--- config.mk ---
export PLATFORM = sky130hd
export DESIGN_NAME = touch_packet_decoder
export DESIGN_NICKNAME = d
export VERILOG_FILES = /design/src/rtl/tpd_pkg.sv /design/src/rtl/touch_packet_decoder.sv
export SDC_FILE = /design/constraint.sdc
export NUM_CORES = 1
export LEC_CHECK = 0
export ABC_AREA = 0
export BUFFER_PORTS_ARGS = -buffer_cell sky130_fd_sc_hd__buf_2
export CORE_AREA = 2 2 123 125
export CTS_CLUSTER_SIZE = 16
export DETAILED_ROUTE_END_ITERATION = 8
export DIE_AREA = 0 0 125 127
export GPL_ROUTABILITY_DRIVEN = 1
export SLEW_MARGIN = 0
export SYNTH_ARGS = -nofsm -noshare
export SYNTH_HDL_FRONTEND = slang
export SYNTH_SLANG_ARGS = --single-unit
--- constraint.sdc ---
create_clock -name aclk -period 7 [get_ports aclk]
set_input_delay 0.7 -clock aclk [delete_from_list [all_inputs] [get_ports aclk]]
set_output_delay 0.7 -clock aclk [all_outputs]
set_load 0.03 [all_outputs]
--- src/rtl/tpd_pkg.sv ---
// Shared types and constants for the touch packet decoder.
// Holds the byte codes of the serial protocol and the result record.
// No dependencies.
package tpd_pkg;

    // Input item kinds carried on s_tuser.
    localparam logic IN_SERIAL_BYTE = 1'b0;
    localparam logic IN_ARM_RESPONSE = 1'b1;

    // Result kinds carried on m_tuser.
    localparam logic [1:0] KIND_REPORT = 2'd0;
    localparam logic [1:0] KIND_SHORT = 2'd1;
    localparam logic [1:0] KIND_RESPONSE = 2'd2;

    // Protocol byte codes.
    localparam logic [7:0] HDR_PEN_DOWN = 8'hFF;
    localparam logic [7:0] HDR_PEN_UP = 8'hBF;
    localparam logic [7:0] SHORT_CODE_A = 8'hFE;
    localparam logic [7:0] SHORT_CODE_B = 8'hFD;
    localparam logic [7:0] RESP_SYNC = 8'hFF;

    localparam int OUT_DATA_W = 56;

    typedef struct packed {
        logic [1:0]  packet_kind;
        logic        pen_down;
        logic [15:0] x_pos;
        logic [15:0] y_pos;
        logic [7:0]  code_first;
        logic [7:0]  code_second;
        logic        pressed;
        logic        released;
    } result_t;

    // Packs the result fields except packet_kind into tdata, pen_down in the lowest bit.
    function automatic logic [OUT_DATA_W-1:0] pack_result(input result_t r);
        logic [OUT_DATA_W-1:0] d;
        d = '0;
        d[0]     = r.pen_down;
        d[16:1]  = r.x_pos;
        d[32:17] = r.y_pos;
        d[40:33] = r.code_first;
        d[48:41] = r.code_second;
        d[49]    = r.pressed;
        d[50]    = r.released;
        return d;
    endfunction

endpackage

--- src/rtl/touch_packet_decoder.sv ---
// Touch packet decoder: frames serial bytes from a touch controller into
// position reports, short status packets and command responses.
// A result is registered in the output register, or in the skid stage.
// Throughput: one item per cycle while the skid stage is empty; a two-entry
// output register and skid stage keep s_tready high while one result waits.
// Reset (aresetn low, synchronous) returns to header search with the pen up.
module touch_packet_decoder
    import tpd_pkg::*;
(
    input  logic                  aclk,
    input  logic                  aresetn,
    input  logic                  s_tvalid,
    output logic                  s_tready,
    input  logic [7:0]            s_tdata,   // [7:0] data_byte
    input  logic                  s_tuser,   // [0] kind
    output logic                  m_tvalid,
    input  logic                  m_tready,
    // [0] pen_down, [16:1] x_pos, [32:17] y_pos, [40:33] code_first,
    // [48:41] code_second, [49] pressed, [50] released, [55:51] zero
    output logic [OUT_DATA_W-1:0] m_tdata,
    output logic [1:0]            m_tuser    // [1:0] packet_kind
);

    typedef enum logic [2:0] {
        PH_HDR,
        PH_B1,
        PH_B2,
        PH_B3,
        PH_B4,
        PH_RSKIP,
        PH_RC1,
        PH_RC2
    } phase_t;

    phase_t      phase_reg, phase_next;
    logic [7:0]  header_reg, header_next;
    logic [7:0]  x_high_reg, x_high_next;
    logic [7:0]  x_low_reg, x_low_next;
    logic [7:0]  y_high_reg, y_high_next;
    logic        pen_reg, pen_next;

    logic        out_valid_reg, out_valid_next;
    result_t     out_res_reg, out_res_next;
    logic        skid_valid_reg, skid_valid_next;
    result_t     skid_res_reg, skid_res_next;

    logic        in_fire;
    logic        out_free;
    logic        new_valid;
    result_t     new_res;
    logic        pen_now;

    assign s_tready = !skid_valid_reg;
    assign in_fire  = s_tvalid && s_tready;
    assign out_free = !out_valid_reg || m_tready;
    assign pen_now  = (header_reg == HDR_PEN_DOWN);

    // Parser: one byte per accepted item.
    always_comb begin
        phase_next  = phase_reg;
        header_next = header_reg;
        x_high_next = x_high_reg;
        x_low_next  = x_low_reg;
        y_high_next = y_high_reg;
        pen_next    = pen_reg;
        new_valid   = 1'b0;
        new_res     = '0;

        if (in_fire) begin
            if (s_tuser == IN_ARM_RESPONSE) begin
                phase_next = PH_RSKIP;
            end else begin
                unique case (phase_reg)
                    PH_HDR: begin
                        if (s_tdata == HDR_PEN_DOWN || s_tdata == HDR_PEN_UP) begin
                            header_next = s_tdata;
                            phase_next  = PH_B1;
                        end
                    end
                    PH_B1: begin
                        x_high_next = s_tdata;
                        phase_next  = PH_B2;
                    end
                    PH_B2: begin
                        x_low_next = s_tdata;
                        if ((x_high_reg == SHORT_CODE_A && s_tdata == SHORT_CODE_A) ||
                            (x_high_reg == SHORT_CODE_B && s_tdata == SHORT_CODE_B)) begin
                            phase_next          = PH_HDR;
                            pen_next            = pen_now;
                            new_valid           = 1'b1;
                            new_res.packet_kind = KIND_SHORT;
                            new_res.pen_down    = pen_now;
                            new_res.code_first  = x_high_reg;
                            new_res.code_second = s_tdata;
                            new_res.pressed     = !pen_reg && pen_now;
                            new_res.released    = pen_reg && !pen_now;
                        end else begin
                            phase_next = PH_B3;
                        end
                    end
                    PH_B3: begin
                        y_high_next = s_tdata;
                        phase_next  = PH_B4;
                    end
                    PH_B4: begin
                        phase_next          = PH_HDR;
                        pen_next            = pen_now;
                        new_valid           = 1'b1;
                        new_res.packet_kind = KIND_REPORT;
                        new_res.pen_down    = pen_now;
                        new_res.x_pos       = {x_high_reg, x_low_reg};
                        new_res.y_pos       = {y_high_reg, s_tdata};
                        new_res.pressed     = !pen_reg && pen_now;
                        new_res.released    = pen_reg && !pen_now;
                    end
                    PH_RSKIP: begin
                        if (s_tdata == RESP_SYNC) begin
                            phase_next = PH_RC1;
                        end
                    end
                    PH_RC1: begin
                        x_high_next = s_tdata;
                        phase_next  = PH_RC2;
                    end
                    PH_RC2: begin
                        phase_next          = PH_HDR;
                        new_valid           = 1'b1;
                        new_res.packet_kind = KIND_RESPONSE;
                        new_res.pen_down    = pen_reg;
                        new_res.code_first  = x_high_reg;
                        new_res.code_second = s_tdata;
                    end
                endcase
            end
        end
    end

    // Output register with a skid stage behind it. A new result only arrives
    // when the skid stage is empty, so it never overwrites a waiting one.
    always_comb begin
        out_valid_next  = out_valid_reg;
        out_res_next    = out_res_reg;
        skid_valid_next = skid_valid_reg;
        skid_res_next   = skid_res_reg;

        if (out_free) begin
            if (skid_valid_reg) begin
                out_valid_next  = 1'b1;
                out_res_next    = skid_res_reg;
                skid_valid_next = new_valid;
                skid_res_next   = new_res;
            end else begin
                out_valid_next = new_valid;
                out_res_next   = new_res;
            end
        end else if (new_valid) begin
            skid_valid_next = 1'b1;
            skid_res_next   = new_res;
        end
    end

    always_ff @(posedge aclk) begin
        if (!aresetn) begin
            phase_reg      <= PH_HDR;
            header_reg     <= '0;
            x_high_reg     <= '0;
            x_low_reg      <= '0;
            y_high_reg     <= '0;
            pen_reg        <= 1'b0;
            out_valid_reg  <= 1'b0;
            skid_valid_reg <= 1'b0;
        end else begin
            phase_reg      <= phase_next;
            header_reg     <= header_next;
            x_high_reg     <= x_high_next;
            x_low_reg      <= x_low_next;
            y_high_reg     <= y_high_next;
            pen_reg        <= pen_next;
            out_valid_reg  <= out_valid_next;
            skid_valid_reg <= skid_valid_next;
        end
        out_res_reg  <= out_res_next;
        skid_res_reg <= skid_res_next;
    end

    assign m_tvalid = out_valid_reg;
    assign m_tdata  = pack_result(out_res_reg);
    assign m_tuser  = out_res_reg.packet_kind;

    // The skid stage only fills behind a waiting output result.
    assert property (@(posedge aclk) disable iff (!aresetn)
        skid_valid_reg |-> out_valid_reg)
        else $error("skid stage holds a result while the output register is empty");

    // A pen edge can only go one way, and a press leaves the pen down.
    assert property (@(posedge aclk) disable iff (!aresetn)
        out_valid_reg |-> !(out_res_reg.pressed && out_res_reg.released) &&
                          (!out_res_reg.pressed || out_res_reg.pen_down))
        else $error("inconsistent pen edge flags");

    // Command responses never report pen edges or coordinates.
    assert property (@(posedge aclk) disable iff (!aresetn)
        (out_valid_reg && out_res_reg.packet_kind == KIND_RESPONSE) |->
            !out_res_reg.pressed && !out_res_reg.released &&
            out_res_reg.x_pos == '0 && out_res_reg.y_pos == '0)
        else $error("command response carries pen or position data");

    // Reset empties both result stages.
    assert property (@(posedge aclk)
        !aresetn |=> !out_valid_reg && !skid_valid_reg)
        else $error("result stages not cleared by reset");

endmodule

; ---- Word-level counts from Yosys, hierarchy flattened
; Index checks and enable logic that the tools add are counted.
[totals]
reg_bits = 144
in_bits = 13
wordCells = 94
[classes]
n_eq_ne = 18
n_mux = 27
n_bitwise = 1
n_reduce_logical = 24
[op_table]
columns = operator, n
row1 = two-way mux 53 bit, 6
row2 = == test 8 bit (second input constant), 7
row3 = two-way mux 32 bit, 1
row4 = case mux 16 bit (2 select lines), 1
row5 = case mux 3 bit (7 select lines), 1
row6 = two-way mux 18 bit, 1
row7 = == test 3 bit (second input constant), 4
row8 = AND reduction 3 bit, 4
row9 = two-way mux 3 bit, 3
row10 = case mux 3 bit (3 select lines), 1
row11 = two-way mux 1 bit, 8
row12 = AND reduction 4 bit, 2
row13 = == test 3 x 2 -> 1 bit (second input constant), 2
row14 = != test 3 bit (second input constant), 2
row15 = logical AND 1 bit, 5
row16 = zero test 1 bit, 4
row17 = two-way mux 2 bit, 2
row18 = != test 2 bit (second input constant), 2
row19 = case mux 1 bit (2 select lines), 2
row20 = case mux 2 bit (2 select lines), 1
row21 = nonzero test 2 bit, 2
row22 = OR reduction 2 bit, 2
row23 = == test 3 x 1 -> 1 bit (second input constant), 1
row24 = zero test 3 bit, 1
row25 = other kinds (3), 5

; ---- Depth between registers and ports, before layout
[depth]
ltp_word = 9
depth_mapped = 7
depth_no_buf = 5

; ---- Worst setup path before layout
; Ideal clock, no wire load.
[synth_timing]
kind = input port to flip-flop
startpoint = input m_tready
endpoint = register skid_res_reg[0] (netlist name), enable pin
setup_time_ns = 0.420
arrival_ns = 3.318
path_slack_ns = 3.262
stages = 3
n_path_buf = 0
path_cell_list = nor2b_1 -> inv_1 -> o31a_1
[synth_via]
elab_chain_len = 3
elab_cells_between_ends = 4
cone_classes = eq/ne: 1 / reduce/logical: 3
[synth_rtl]
columns = item, line
row1 = from (decl), touch_packet_decoder.sv:17  ; input logic m_tready,
row2 = logical OR 1 bit (*), touch_packet_decoder.sv:55  ; assign out_free = !out_valid_reg || m_tready;
row3 = named net out_free, touch_packet_decoder.sv:48  ; logic out_free;
row4 = != test 2 bit (no source line) / nonzero test 2 bit (equally long branches), -
row5 = AND reduction 2 bit (no source line) (*), -
row6 = to (signal assigned), touch_packet_decoder.sv:183  ; skid_res_reg <= skid_res_next;
row7 = to (decl), touch_packet_decoder.sv:45  ; result_t skid_res_reg, skid_res_next;
; Mark *: on every way through the listed nets, which the timed path passes. The rest lies on a longest branch.
; A chain may end at the register's enable or synchronous reset.

; ---- Worst setup path in the final report
[layout_timing]
startpoint = register skid_valid_reg
endpoint = register skid_res_reg[46] (netlist name), enable pin
[layout_via]
elab_chain_len = 5
elab_cells_between_ends = 6
cone_classes = eq/ne: 1 / mux: 1 / reduce/logical: 4
[layout_rtl]
columns = item, line
row1 = from (decl), touch_packet_decoder.sv:44  ; logic skid_valid_reg, skid_valid_next;
row2 = from (signal assigned), touch_packet_decoder.sv:180  ; skid_valid_reg <= skid_valid_next;
row3 = zero test 1 bit, touch_packet_decoder.sv:53  ; assign s_tready = !skid_valid_reg;
row4 = logical AND 1 bit, touch_packet_decoder.sv:54  ; assign in_fire = s_tvalid && s_tready;
row5 = two-way mux 1 bit, touch_packet_decoder.sv:69  ; if (in_fire) begin
row6 = nonzero test 2 bit (no source line), -
row7 = AND reduction 2 bit (no source line) (*), -
; Every way passes the cells marked *; elsewhere a longest branch is shown, timed or not.

==> out/results.txt <==
Iteration-0 DRC Markers: 200
Top Metal Used: met4
DRC violations left: 0
Share of layout cells above drive strength 1: 0.218
CP Class: reg2reg
CP bufs+invs: 1
DR vias/cell: 5.11
Vias: 3,518
Number of global-route vias before repair: 3,495
H-tree depth: 4
CTS buffer count: 17
Sequential area share after synthesis: 0.691
Routed WL: 11.3 mm
Routed WL per cell: 16.4 um
Worst-margin pin slew: 1160 ps
Final Cycle Share: 0.521
Antenna Cells: 0
Worst-Skew Late Latency: 420 ps
Critical path launch point type: flip-flop
IO Port Bufs: 67
Cts hold-fix bufs: 0
Sink Count: 144
Chip height: 127 um
FMAX: 274 MHz
Sw frac: 0.211
Max FO, Critical Path: 57
Lkg Pwr: 2.98 nW
Worst path max stage delay: 990 ps
Max Slew Vio Count: 0
Syn Std Cell Area: 5710 um2
First drt pass iteration count: 4
Largest net degree at the start of global routing: 58
HPWL after DPL: 7.19 mm
Reg2Reg Setup Slack: 3350 ps
Run status: finished clean
Synth Area per Inst: 13.3 um2
Post-DRT Antenna Nets: 0
Cells after synthesis: 429
Kind of cell adding the most delay to the critical path: simple AND/OR/NAND/NOR gates
CTS tree: built
Fillers: 1,348
Psw: 0.000390 W
Final TNS setup: 0 ps
Final Critical Period: 3650 ps
Setup repair bufs after CTS: 0
Area delta synth->final: 17.9%
Net count, final: 505
Core area: 14,400 um2
Die Wd: 125 um
CP arrival: 3690 ps
Total Routing Usage GR: 0.148
Gate power share: 0.032
Crit-path cells: or3b_1 -> nor2_2 -> o31a_2 -> buf_4
Global placement routability congestion: 0.839
Number of flops mapped to enable cells by yosys: 106
Final Hold Fails: 0
Root buffer cell: clkbuf_16
Worst Hold Slack: 451 ps
Met3 Wirelength: 581 um
Critical path's slowest cell: nor2_2
Most frequent cells in the layout: edfxtp_1, buf_2, and2_1
Largest register FFs: 53
Clock Power Share: 0.467
Clock tree buffer depth: 2
Pint: 0.00145 W
First-pass GRT wire length: 18.2 mm
CTS resizes: 0
Ys async rst share: 0
RSZ-0062 raised after global routing: false
I/O pin total: 73
Pwr per Cell Area: 274 nW/um2
Commonest non-fill, non-tap cell in the layout: edfxtp_1
Seq cells post-synth: 144
Initial antenna violation count: 0
Global route total overflow: 0
Flop pwr share: 0.501
Metal-1 WL: 5.17 mm
Die area: 15,900 um2
Reg clk slew, reported paths: 60 ps
Worst hold path type: reg2reg
Setup-failing EPs final: 0
Warnings, synthesis: 0
Required time of the critical path: 7040 ps
Clock Skew: 12.6 ps
Worst VDD drop: 0.131 mV
# rows: 44
Metal2 WL: 5.38 mm
Rel. slew slack: 0.227
CP endpoint kind: flip-flop
Distinct cells, synth: 46
Max_cap viols: 0
Initial Utilization: 0.396
Top_reg_cell synth: edfxtp_1
[worst paths after layout]
kind	depth (start not counted)	end	from
worst max-delay path	4	skid_res_reg[46]	skid_valid_reg
worst min-delay path	2	x_low_reg[2]	x_low_reg[2]
worst max register to register	4	skid_res_reg[46]	skid_valid_reg
worst min register to register	2	x_low_reg[2]	x_low_reg[2]
[worst reg2reg max path: cells and delay by family, from the launching register on]
family	cells	cell delay, ps
AO/OA/AOI/OAI	1	230
AND/OR/NAND/NOR	2	1780
buffers and inverters	1	560
flip-flops	1	670
[through the flow]
| step | worst slack (ps) | std cells | util | area [um2] | total power [W] |
|---|---|---|---|---|---|
| floorplan | 3260 | 433 | - | 5730 | 0.000985 |
| global placement | 3490 | 657 | 0.427 | 6160 | 0.000999 |
| detailed placement | 3360 | 657 | 0.427 | 6160 | 0.00100 |
| CTS | 3320 | 689 | 0.467 | 6730 | 0.00186 |
| global route | 3090 | 689 | 0.467 | 6730 | 0.00191 |
| finish | 3350 | 689 | 0.467 | 6730 | 0.00184 |
[cell families (layout without fill, tap and decap cells)]
group	Yosys count	in the layout	synth area share
compound gates	83	83	0.107
xor+xnor	2	2	0.00307
mux	17	17	0.0298
flops	144	144	0.691
other cells	1	5	0.000657
buf+inv	35	107	0.0309
simple gates	147	147	0.138
[power by group through the flow]
stage / logic [W] / clock network [W] / registers, W
finish: 0.0000585 / 0.000861 / 0.000925
global route: 0.0000634 / 0.000921 / 0.000926
CTS: 0.0000587 / 0.000881 / 0.000925
detailed placement: 0.0000586 / 0 / 0.000943
global placement: 0.0000570 / 0 / 0.000942
floorplan: 0.0000364 / 0 / 0.000948
[routing by layer]
metal  up-vias  GRT usage
met4         0     0.0699
met2        95      0.231
met1      1725      0.192
met5         -          0
li1       1682          -
met3        16     0.0452
[synth_stat cells, drive strengths merged (2+ instances only)]
| master | n | area [um2] |
|---|---|---|
| a21o | 35 | 263 |
| nor4 | 3 | 18.8 |
| and2 | 50 | 313 |
| nand4 | 7 | 43.8 |
| nor3 | 4 | 42.5 |
| edfxtp | 106 | 3180 |
| o31a | 3 | 26.3 |
| buf | 20 | 120 |
| mux2i | 17 | 170 |
| inv | 5 | 18.8 |
| xnor2 | 2 | 17.5 |
| nand3 | 6 | 30.0 |
| nor2 | 42 | 160 |
| dfxtp | 38 | 761 |
| nand2 | 22 | 82.6 |
| nand2b | 3 | 18.8 |
| o21ai | 6 | 33.8 |
| clkbuf | 10 | 37.5 |
| a21oi | 16 | 80.1 |
| a22o | 16 | 140 |
[final cells by class]
type                            instances  area (um2)  area share
Sequential cell                       144        3950       0.586
Clock buffer                           19         433      0.0643
Clock inverter                         13         141      0.0210
Inverter                                5        18.8     0.00279
Tap cell                              184         230      0.0342
Timing Repair Buffer                   70         358      0.0531
Multi-Input combinational cell        254        1610       0.239
Note: power is estimated with default switching activity, not from simulation.
